File: src/hw/rtl/gss_pkg.sv
package gss_pkg;

    // Accumulator and table sizes.
    localparam int ACC_W       = 32;
    localparam int MAX_CLASSES = 16;
    localparam int CLS_W       = $clog2(MAX_CLASSES);
    localparam int NCLS_W      = $clog2(MAX_CLASSES + 1);
    localparam int ADDR_W      = CLS_W + 1;

    // Divider widths: a Q16-shifted accumulator over a sum of two accumulators.
    localparam int DVD_W = ACC_W + 16;
    localparam int DVS_W = ACC_W + 1;

    // Configuration register indexes.
    localparam logic [1:0] REG_FEATURE_INDEX = 2'd0;
    localparam logic [1:0] REG_THRESHOLD     = 2'd1;
    localparam logic [1:0] REG_CLASS_COUNT   = 2'd2;

    // Request to the shared divider.
    typedef struct packed {
        logic             start;
        logic [DVD_W-1:0] dividend;
        logic [DVS_W-1:0] divisor;
    } t_div_req;

endpackage

File: src/hw/rtl/gini_split_statistics.sv
// Channel   Handshake                 Payload
// input     i_in_valid / o_in_ready   i_action i_feature_number i_feature_value
//                                     i_label i_weight i_last_feature
// output    o_out_valid / i_out_ready o_kind o_decision o_score o_saturated
// config    APB psel/penable/pwrite   paddr[3:0] pwdata prdata pready
//
// A feature element that is not the last of its sample is taken in the idle state;
// a last element also reads its class bin, then writes it back once the output is free.
// A score query uses the shared divider, one quotient bit per cycle, for every class
// probability and side weight. Reset clears the totals, the bin valid bits and the flags.
// A result waits in the output register; the next item is taken meanwhile.
module gini_split_statistics (
    input  logic        i_clk,
    input  logic        i_rst_n,
    input  logic        i_in_valid,
    output logic        o_in_ready,
    input  logic        i_action,
    input  logic [7:0]  i_feature_number,
    input  logic signed [15:0] i_feature_value,
    input  logic [3:0]  i_label,
    input  logic [15:0] i_weight,
    input  logic        i_last_feature,
    output logic        o_out_valid,
    input  logic        i_out_ready,
    output logic        o_kind,
    output logic        o_decision,
    output logic [15:0] o_score,
    output logic        o_saturated,
    input  logic        psel,
    input  logic        penable,
    input  logic        pwrite,
    input  logic [3:0]  paddr,
    input  logic [31:0] pwdata,
    output logic [31:0] prdata,
    output logic        pready
);
    import gss_pkg::*;

    localparam logic [3:0] S_IDLE  = 4'd0;
    localparam logic [3:0] S_UPD   = 4'd1;
    localparam logic [3:0] S_QINIT = 4'd2;
    localparam logic [3:0] S_QSIDE = 4'd3;
    localparam logic [3:0] S_QRD   = 4'd4;
    localparam logic [3:0] S_QLD   = 4'd5;
    localparam logic [3:0] S_QDIV  = 4'd6;
    localparam logic [3:0] S_QMUL  = 4'd7;
    localparam logic [3:0] S_QACC  = 4'd8;
    localparam logic [3:0] S_QWT   = 4'd9;
    localparam logic [3:0] S_QWTW  = 4'd10;
    localparam logic [3:0] S_QWFW  = 4'd11;
    localparam logic [3:0] S_QMIX  = 4'd12;
    localparam logic [3:0] S_QSUM  = 4'd13;
    localparam logic [3:0] S_QOUT  = 4'd14;

    localparam int SUM_W = 2 * 16 + 1 + CLS_W;
    localparam int G_W   = SUM_W - 16;
    localparam int MIX_W = 17 + G_W;

    localparam logic [ACC_W-1:0] ACC_MAX = '1;
    localparam logic [16:0]      ONE_Q16 = 17'h10000;

    // Configuration registers.
    logic [7:0]  r_feature_index;
    logic [15:0] r_threshold;
    logic [4:0]  r_class_count;

    // Control and statistics state.
    logic [3:0]       r_state, n_state;
    logic [ACC_W-1:0] r_tot_t, n_tot_t, r_tot_f, n_tot_f;
    logic [15:0]      r_latched, n_latched;
    logic             r_seen, n_seen;
    logic             r_sat, n_sat;
    logic             r_dec, n_dec;
    logic             r_lbl_ok, n_lbl_ok;
    logic [CLS_W-1:0] r_label, n_label;
    logic [15:0]      r_weight, n_weight;

    // Score sequencer registers.
    logic             r_side, n_side;
    logic [NCLS_W-1:0] r_cls, n_cls;
    logic [ACC_W:0]   r_all, n_all;
    logic [16:0]      r_p, n_p;
    logic [32:0]      r_prod, n_prod;
    logic [SUM_W-1:0] r_sum, n_sum;
    logic [G_W-1:0]   r_g_t, n_g_t, r_g_f, n_g_f;
    logic [16:0]      r_wt, n_wt, r_wf, n_wf;
    logic [MIX_W-1:0] r_mt, n_mt, r_mf, n_mf;
    logic [15:0]      r_score, n_score;

    // Output register.
    logic        r_ovalid, n_ovalid;
    logic        r_okind, n_okind;
    logic        r_odec, n_odec;
    logic [15:0] r_oscore, n_oscore;
    logic        r_osat, n_osat;

    // Class bin memory: address is {side, class}; valid bits stand for the cleared store.
    logic [ACC_W-1:0]   r_mem [2**ADDR_W];
    logic [2**ADDR_W-1:0] r_mem_valid;
    logic [ACC_W-1:0]   r_rdata;
    logic               r_rdv;
    logic               w_rd_en, w_wr_en;
    logic [ADDR_W-1:0]  w_rd_addr, w_wr_addr;
    logic [ACC_W-1:0]   w_wr_data;
    logic [ACC_W-1:0]   w_bin;

    t_div_req          w_div_req;
    logic              w_div_done;
    logic [DVD_W-1:0]  w_quo;

    logic [NCLS_W-1:0] w_ncls;
    logic              w_in_fire, w_slot_free, w_cfg_wr;

    assign pready      = 1'b1;
    assign o_in_ready  = (r_state == S_IDLE);
    assign w_in_fire   = i_in_valid && o_in_ready;
    assign w_slot_free = !r_ovalid || i_out_ready;
    assign w_cfg_wr    = psel && penable && pwrite;
    assign w_ncls      = (r_class_count > 5'(MAX_CLASSES)) ? NCLS_W'(MAX_CLASSES)
                                                           : NCLS_W'(r_class_count);
    assign w_bin       = r_rdv ? r_rdata : '0;

    // Register read back.
    always_comb begin
        case (paddr[3:2])
            REG_FEATURE_INDEX: prdata = {24'd0, r_feature_index};
            REG_THRESHOLD:     prdata = {16'd0, r_threshold};
            REG_CLASS_COUNT:   prdata = {27'd0, r_class_count};
            default:           prdata = '0;
        endcase
    end

    always_ff @(posedge i_clk) begin
        if (!i_rst_n) begin
            r_feature_index <= '0;
            r_threshold     <= '0;
            r_class_count   <= 5'd2;
        end else if (w_cfg_wr) begin
            case (paddr[3:2])
                REG_FEATURE_INDEX: r_feature_index <= pwdata[7:0];
                REG_THRESHOLD:     r_threshold     <= pwdata[15:0];
                REG_CLASS_COUNT:   r_class_count   <= pwdata[4:0];
                default: ;
            endcase
        end
    end

    // Sequencer for sample updates and score queries.
    always_comb begin
        logic             v_match;
        logic [15:0]      v_val;
        logic             v_seen;
        logic             v_dec;
        logic [ACC_W:0]   v_bsum, v_tsum;
        logic [ACC_W-1:0] v_tot;
        logic [SUM_W-1:0] v_acc;
        logic [MIX_W:0]   v_mix;

        n_state = r_state;   n_tot_t = r_tot_t;   n_tot_f = r_tot_f;
        n_latched = r_latched; n_seen = r_seen;   n_sat = r_sat;
        n_dec = r_dec;       n_lbl_ok = r_lbl_ok; n_label = r_label;
        n_weight = r_weight; n_side = r_side;     n_cls = r_cls;
        n_all = r_all;       n_p = r_p;           n_prod = r_prod;
        n_sum = r_sum;       n_g_t = r_g_t;       n_g_f = r_g_f;
        n_wt = r_wt;         n_wf = r_wf;         n_mt = r_mt;
        n_mf = r_mf;         n_score = r_score;
        n_ovalid = r_ovalid && !i_out_ready;
        n_okind = r_okind;   n_odec = r_odec;     n_oscore = r_oscore;
        n_osat = r_osat;
        w_rd_en = 1'b0;      w_rd_addr = '0;
        w_wr_en = 1'b0;      w_wr_addr = {r_dec, r_label};
        w_wr_data = '0;
        w_div_req = '0;

        v_match = (i_feature_number == r_feature_index);
        v_val   = v_match ? i_feature_value : r_latched;
        v_seen  = v_match || r_seen;
        v_dec   = v_seen && ($signed(v_val) > $signed(r_threshold));
        v_tot   = r_side ? r_tot_t : r_tot_f;
        v_bsum  = {1'b0, w_bin} + {{(ACC_W-15){1'b0}}, r_weight};
        v_tsum  = (r_dec ? {1'b0, r_tot_t} : {1'b0, r_tot_f})
                + {{(ACC_W-15){1'b0}}, r_weight};
        v_acc   = r_sum + SUM_W'(r_prod);
        v_mix   = {1'b0, r_mt} + {1'b0, r_mf};

        case (r_state)
            S_IDLE: begin
                if (w_in_fire) begin
                    if (i_action) begin
                        n_state = S_QINIT;
                    end else begin
                        n_latched = v_val;
                        n_seen    = v_seen;
                        if (i_last_feature) begin
                            n_seen    = 1'b0;
                            n_dec     = v_dec;
                            n_label   = i_label;
                            n_lbl_ok  = (NCLS_W'(i_label) < w_ncls);
                            n_weight  = i_weight;
                            w_rd_en   = 1'b1;
                            w_rd_addr = {v_dec, i_label};
                            n_state   = S_UPD;
                        end
                    end
                end
            end
            S_UPD: begin
                if (w_slot_free) begin
                    if (r_lbl_ok) begin
                        w_wr_en   = 1'b1;
                        w_wr_data = v_bsum[ACC_W] ? ACC_MAX : v_bsum[ACC_W-1:0];
                        if (r_dec) n_tot_t = v_tsum[ACC_W] ? ACC_MAX : v_tsum[ACC_W-1:0];
                        else       n_tot_f = v_tsum[ACC_W] ? ACC_MAX : v_tsum[ACC_W-1:0];
                        n_sat = r_sat || v_bsum[ACC_W] || v_tsum[ACC_W];
                    end
                    n_ovalid = 1'b1;
                    n_okind  = 1'b0;
                    n_odec   = r_dec;
                    n_oscore = '0;
                    n_osat   = r_sat || (r_lbl_ok && (v_bsum[ACC_W] || v_tsum[ACC_W]));
                    n_state  = S_IDLE;
                end
            end
            S_QINIT: begin
                n_all = {1'b0, r_tot_t} + {1'b0, r_tot_f};
                n_side = 1'b1;
                n_cls  = '0;
                n_sum  = '0;
                if (n_all == '0) begin
                    n_score = '0;
                    n_state = S_QOUT;
                end else begin
                    n_state = S_QSIDE;
                end
            end
            S_QSIDE: begin
                if (v_tot == '0 || w_ncls == '0) begin
                    if (r_side) n_g_t = '0;
                    else        n_g_f = '0;
                    n_side  = 1'b0;
                    n_cls   = '0;
                    n_sum   = '0;
                    n_state = r_side ? S_QSIDE : S_QWT;
                end else begin
                    n_state = S_QRD;
                end
            end
            S_QRD: begin
                w_rd_en   = 1'b1;
                w_rd_addr = {r_side, r_cls[CLS_W-1:0]};
                n_state   = S_QLD;
            end
            S_QLD: begin
                w_div_req.start    = 1'b1;
                w_div_req.dividend = {w_bin, 16'd0};
                w_div_req.divisor  = {1'b0, v_tot};
                n_state = S_QDIV;
            end
            S_QDIV: begin
                if (w_div_done) begin
                    n_p = (w_quo > DVD_W'(ONE_Q16)) ? ONE_Q16 : w_quo[16:0];
                    n_state = S_QMUL;
                end
            end
            S_QMUL: begin
                n_prod  = 33'(r_p) * 33'(ONE_Q16 - r_p);
                n_state = S_QACC;
            end
            S_QACC: begin
                n_sum = v_acc;
                n_cls = r_cls + 1'b1;
                n_state = S_QRD;
                if (r_cls + 1'b1 == w_ncls) begin
                    if (r_side) n_g_t = v_acc[SUM_W-1:16];
                    else        n_g_f = v_acc[SUM_W-1:16];
                    n_side  = 1'b0;
                    n_cls   = '0;
                    n_sum   = '0;
                    n_state = r_side ? S_QSIDE : S_QWT;
                end
            end
            S_QWT: begin
                w_div_req.start    = 1'b1;
                w_div_req.dividend = {r_tot_t, 16'd0};
                w_div_req.divisor  = r_all;
                n_state = S_QWTW;
            end
            S_QWTW: begin
                if (w_div_done) begin
                    n_wt = w_quo[16:0];
                    w_div_req.start    = 1'b1;
                    w_div_req.dividend = {r_tot_f, 16'd0};
                    w_div_req.divisor  = r_all;
                    n_state = S_QWFW;
                end
            end
            S_QWFW: begin
                if (w_div_done) begin
                    n_wf    = w_quo[16:0];
                    n_state = S_QMIX;
                end
            end
            S_QMIX: begin
                n_mt    = r_wt * r_g_t;
                n_mf    = r_wf * r_g_f;
                n_state = S_QSUM;
            end
            S_QSUM: begin
                n_score = (v_mix[MIX_W:16] > (MIX_W-15)'(16'hFFFF)) ? 16'hFFFF
                                                                   : v_mix[31:16];
                n_state = S_QOUT;
            end
            S_QOUT: begin
                if (w_slot_free) begin
                    n_ovalid = 1'b1;
                    n_okind  = 1'b1;
                    n_odec   = 1'b0;
                    n_oscore = r_score;
                    n_osat   = r_sat;
                    n_state  = S_IDLE;
                end
            end
            default: n_state = S_IDLE;
        endcase
    end

    always_ff @(posedge i_clk) begin
        if (!i_rst_n) begin
            r_state     <= S_IDLE;
            r_tot_t     <= '0;
            r_tot_f     <= '0;
            r_latched   <= '0;
            r_seen      <= 1'b0;
            r_sat       <= 1'b0;
            r_ovalid    <= 1'b0;
            r_mem_valid <= '0;
        end else begin
            r_state   <= n_state;
            r_tot_t   <= n_tot_t;
            r_tot_f   <= n_tot_f;
            r_latched <= n_latched;
            r_seen    <= n_seen;
            r_sat     <= n_sat;
            r_ovalid  <= n_ovalid;
            if (w_wr_en) r_mem_valid[w_wr_addr] <= 1'b1;
        end
        r_dec    <= n_dec;    r_lbl_ok <= n_lbl_ok; r_label <= n_label;
        r_weight <= n_weight; r_side   <= n_side;   r_cls   <= n_cls;
        r_all    <= n_all;    r_p      <= n_p;      r_prod  <= n_prod;
        r_sum    <= n_sum;    r_g_t    <= n_g_t;    r_g_f   <= n_g_f;
        r_wt     <= n_wt;     r_wf     <= n_wf;     r_mt    <= n_mt;
        r_mf     <= n_mf;     r_score  <= n_score;
        r_okind  <= n_okind;  r_odec   <= n_odec;   r_oscore <= n_oscore;
        r_osat   <= n_osat;
    end

    // Bin memory: one write and one registered read per cycle.
    always_ff @(posedge i_clk) begin
        if (w_wr_en) r_mem[w_wr_addr] <= w_wr_data;
        if (w_rd_en) begin
            r_rdata <= r_mem[w_rd_addr];
            r_rdv   <= r_mem_valid[w_rd_addr];
        end
    end

    gss_div u_div (
        .i_clk      (i_clk),
        .i_rst_n    (i_rst_n),
        .i_req      (w_div_req),
        .o_done     (w_div_done),
        .o_quotient (w_quo)
    );

    assign o_out_valid = r_ovalid;
    assign o_kind      = r_okind;
    assign o_decision  = r_odec;
    assign o_score     = r_oscore;
    assign o_saturated = r_osat;

endmodule

File: src/hw/rtl/gss_div.sv
module gss_div (
    input  logic                     i_clk,
    input  logic                     i_rst_n,
    input  gss_pkg::t_div_req        i_req,
    output logic                     o_done,
    output logic [gss_pkg::DVD_W-1:0] o_quotient
);
    import gss_pkg::*;

    localparam int CNT_W = $clog2(DVD_W + 1);

    logic [DVD_W-1:0] r_dvd, n_dvd;
    logic [DVS_W-1:0] r_rem, n_rem;
    logic [DVS_W-1:0] r_dvs, n_dvs;
    logic [CNT_W-1:0] r_cnt, n_cnt;
    logic             r_done, n_done;
    logic [DVS_W:0]   w_shift;
    logic [DVS_W:0]   w_diff;

    // One quotient bit per cycle, restoring form; quotient shifts into the dividend.
    always_comb begin
        w_shift = {r_rem, r_dvd[DVD_W-1]};
        w_diff  = w_shift - {1'b0, r_dvs};
        n_dvd   = r_dvd;
        n_rem   = r_rem;
        n_dvs   = r_dvs;
        n_cnt   = r_cnt;
        n_done  = 1'b0;
        if (i_req.start) begin
            n_dvd = i_req.dividend;
            n_rem = '0;
            n_dvs = i_req.divisor;
            n_cnt = CNT_W'(DVD_W);
        end else if (r_cnt != '0) begin
            if (!w_diff[DVS_W]) begin
                n_rem = w_diff[DVS_W-1:0];
                n_dvd = {r_dvd[DVD_W-2:0], 1'b1};
            end else begin
                n_rem = w_shift[DVS_W-1:0];
                n_dvd = {r_dvd[DVD_W-2:0], 1'b0};
            end
            n_cnt  = r_cnt - 1'b1;
            n_done = (r_cnt == CNT_W'(1));
        end
    end

    always_ff @(posedge i_clk) begin
        if (!i_rst_n) begin
            r_cnt  <= '0;
            r_done <= 1'b0;
        end else begin
            r_cnt  <= n_cnt;
            r_done <= n_done;
        end
        r_dvd <= n_dvd;
        r_rem <= n_rem;
        r_dvs <= n_dvs;
    end

    assign o_done     = r_done;
    assign o_quotient = r_dvd;

endmodule
File: config.mk
export PLATFORM = sky130hd
export DESIGN_NAME = gini_split_statistics
export DESIGN_NICKNAME = d
export VERILOG_FILES = /design/src/hw/rtl/gss_pkg.sv /design/src/hw/rtl/gini_split_statistics.sv /design/src/hw/rtl/gss_div.sv
export SDC_FILE = /design/constraint.sdc
export NUM_CORES = 2
export LEC_CHECK = 0
export ABC_AREA = 0
export BUFFER_PORTS_ARGS = -buffer_cell sky130_fd_sc_hd__clkbuf_2
export CORE_MARGIN = 4
export CORE_UTILIZATION = 40
export CTS_CLUSTER_DIAMETER = 60
export DETAILED_ROUTE_END_ITERATION = 10
export GPL_TIMING_DRIVEN = 0
export PLACE_DENSITY = 0.61
export SLEW_MARGIN = 20
export SYNTH_ARGS = -nofsm -noshare
export SYNTH_HDL_FRONTEND = slang
export SYNTH_HIERARCHICAL = 1
export SYNTH_SLANG_ARGS = --single-unit
export TNS_END_PERCENT = 100
File: constraint.sdc
create_clock -name i_clk -period 11.13 [get_ports i_clk]
set_input_delay 1.6695 -clock i_clk [delete_from_list [all_inputs] [get_ports i_clk]]
set_output_delay 1.6695 -clock i_clk [all_outputs]
set_load 0.01 [all_outputs]
==> results.yml <==
timing:
  finalCritPeriodShare_pct: 93.9
  clock.fmax_mhz: 95.6
  drv_slew: 0
  final_hold_viol_count: 0
  tightest_slew_ns: 1.24
  tns_ns: 0
  layout_min_cycle_time_ns: 10.46
  rsz0062_at_grt: "no"
  slew-limit-headroom_pct: 16.8
  holdWs_ns: 0.475
  fin_worst_skew_ns: 0.124
  finalSetupViolations: 0
clock_network:
  path_clk_slew_ns: 0.06
  cts_buffers: 191
  cts_buffer_depth: 4
  clockRootBuffer: "clkbuf_16"
  cts_tree: "built"
  clock_sinks: 1661
  cts_setup_buffers: 0
  ctsResizeCount: 0
  worst_skew_pair.late_latency_ns: 0.91
  hold_buffers: 0
  htree_levels: 4
global_route:
  grt_pass1_wl_mm: 502
  grt_max_degree: 44
  antenna_found_initial: 14
  overflow: 0
  track_usage_pct: 23.8
  grt_pass1_vias: 80100
critical_path:
  worst_path_max_delay_cell: "o21ai_0"
  cp.required_ns: 11.67
  crit_start: "r_p[0]$_SDFFCE_PN0P_"
  cpMostUsedCell: "fa_1"
  start_kind: "flop"
  crit_arrival_ns: 11.00
  path_class: "flop to flop"
  r2r_start: "r_p[0]$_SDFFCE_PN0P_"
  cp_max_fo: 11
  end_kind: "flop"
  critical-path-max-stage-delay_ns: 0.62
synthesis:
  ys_top_cells_by_count: "nand2_1 (1894), edfxtp_1 (1473), inv_1 (1085)"
  syn_area_sq_mm: 0.108
  netlist.area_leader.share_pct: 41.0
  synthArstFlopShare_pct: 0
  syn_avg_cell_area_sq_um: 10.6
  yosysTopAreaCell: "edfxtp_1"
  ys_seq_elements: 1661
  synth_edf_count: 1473
  ys.flop_type: "edfxtp_1"
  yosysMostFrequentCell: "nand2_1"
  yosysWarnings: 6
  synth.distinct_cells: 93
  yosys-top-cells-area: "edfxtp_1 (41%), fa_1 (15%), nand2_1 (6.6%)"
  syn_inst: 10200
  ys_seq_area_share_pct: 44.5
placed_design:
  port_buffers: 107
  placed_area_sq_mm: 0.116
  gp_congestion: 0.963
  dp_hpwl_mm: 262
power:
  pwr-share-clk_pct: 22.6
  leakagePower_nw: 49.6
  p_seq_share_pct: 30.0
  comb_power_share_pct: 47.4
  power_switching_w: 0.0113
  peakVddDrop_mv: 0.444
  pwr_density_cell_mw_per_mm2: 224
  switching_share_pct: 41.4
  p_int_w: 0.0160
detailed_routing:
  drt-initial-drc-count: 7162
  avgViaCountPerCell: 5.48
  drt_first_pass_iters: 8
  wire_per_inst_um: 23.4
  totalWireLength_mm: 336
  ant_nets: 0
  drc_errors: 0
  vias: 78600
die:
  ioPinCount: 143
  fp.coreArea_sq_mm: 0.268
  die_y_um: 527
  initial_core_util_pct: 40.2
  placement_rows: 190
  die_x_um: 527
  die-area_sq_mm: 0.278
flow_run:
  drv_cap: 0
status:
  status: "completed"
finish:
  final_nets: 12100
  drive_gt1_share_pct: 7.16
  final_area_sq_mm: 0.122
  synthToLayoutAreaGrowth_pct: 12.9
min_path:
  min_from: "r_mem_valid[10]$_SDFFE_PN0P_"
  hold_path_class: "flop to flop"
[sequential cells by signal (all words and copies together), names as in the netlist, 17 cells and up]
register and count:
r_wf 17, r_sum 37, r_tot_f 32, r_rdata 32, r_wt 17, r_g_t 21, r_mem 1024, r_mf 38
r_g_f 21, u_div/o_quotient 48, r_prod 33, r_p 17, r_tot_t 32, u_div/r_rem 33, r_mem_valid 32, u_div/r_dvs 33
r_mt 38, r_all 33
[layout by cell type (no fill, tap or decap), types with 193 or more instances in the layout]
master / Yosys / layout
a21oi_1: 367 / 342
and3_1: 245 / 244
nor2_1: 454 / 426
ha_1: 546 / 546
and2_1: 304 / 304
clkbuf_16: 0 / 193
nand3_1: 195 / 195
fa_1: 812 / 812
edfxtp_1: 1473 / 1473
inv_1: 1085 / 1084
clkbuf_1: 468 / 493
nand2_1: 1894 / 1893
[worst paths after layout]
| check | to | slack, ns | depth (start not counted) |
|---|---|---|---|
| setup / recovery | r_prod[32]$_DFFE_PP_ | 0.67 | 32 |
| hold / removal | r_mem_valid[10]$_SDFFE_PN0P_ | 0.47 | 2 |
| setup reg to reg | r_prod[32]$_DFFE_PP_ | 0.67 | 32 |
| hold reg to reg | r_mem_valid[10]$_SDFFE_PN0P_ | 0.47 | 2 |
[stage by stage]
stage               worst slack, ns  util (%)  power [W]  std cells
finish                        0.674      45.4     0.0273      14300
global route                0.00597      45.4     0.0288      14300
floorplan                      3.06         -     0.0162      10200
global placement              0.752      42.1     0.0209      13900
CTS                           0.683      45.4     0.0275      14300
detailed placement            0.745      43.2     0.0213      14000
[per-layer routing]
metal	part of all wire, %	vias up	routed length, um	track usage, %
li1	-	35600	-	-
met1	41	39300	137000	30.9
met2	46	3084	156000	39.1
met3	7.3	648	24700	3.69
met4	5.4	2	18300	11.1
met5	0.0060	-	20	0
[area by class of cell]
cell class / count / area (sq um)
fill: 24800 / 146000
antenna: 7 / 17.5
sequential: 1661 / 48000
multi-input combinational: 6907 / 54300
clock buffer: 235 / 5050
clock inverter: 105 / 1050
buffer: 570 / 2290
tap: 3552 / 4440
inverter: 1087 / 4080
timing repair buffer: 218 / 2630
[power by group through the flow]
stage	Combinational, W	Sequential [W]	Clock (W)
after floorplan	0.00811	0.00811	0
after global placement	0.0126	0.00834	0
final	0.0129	0.00819	0.00617
after detailed placement	0.0129	0.00831	0
after global routing	0.0141	0.00822	0.00651
after CTS	0.0130	0.00819	0.00626
[critical path: cells and delay by family (launching register included)]
kind,cells,cell delay (ns)
adder cells (fa/ha/maj),9,4.02
AO/OA/AOI/OAI,4,1.57
buffers and inverters,7,1.92
XOR/XNOR,1,0.10
flip-flops,1,0.49
AND/OR/NAND/NOR,11,2.04
[logic make-up (layout without fill, tap and decap cells)]
family / after synthesis / after routing / synth area share [%]
buffers and inverters: 1657 / 2215 / 5.89
other: 2 / 40 / 0.00696
multiplexers: 155 / 155 / 1.53
flip-flops: 1661 / 1661 / 44.5
AO/OA/AOI/OAI: 1467 / 1467 / 9.22
adder cells (fa/ha/maj): 1358 / 1358 / 21.4
XOR/XNOR: 242 / 242 / 1.98
AND/OR/NAND/NOR: 3652 / 3652 / 15.5
(Power assumes the default switching activity.)
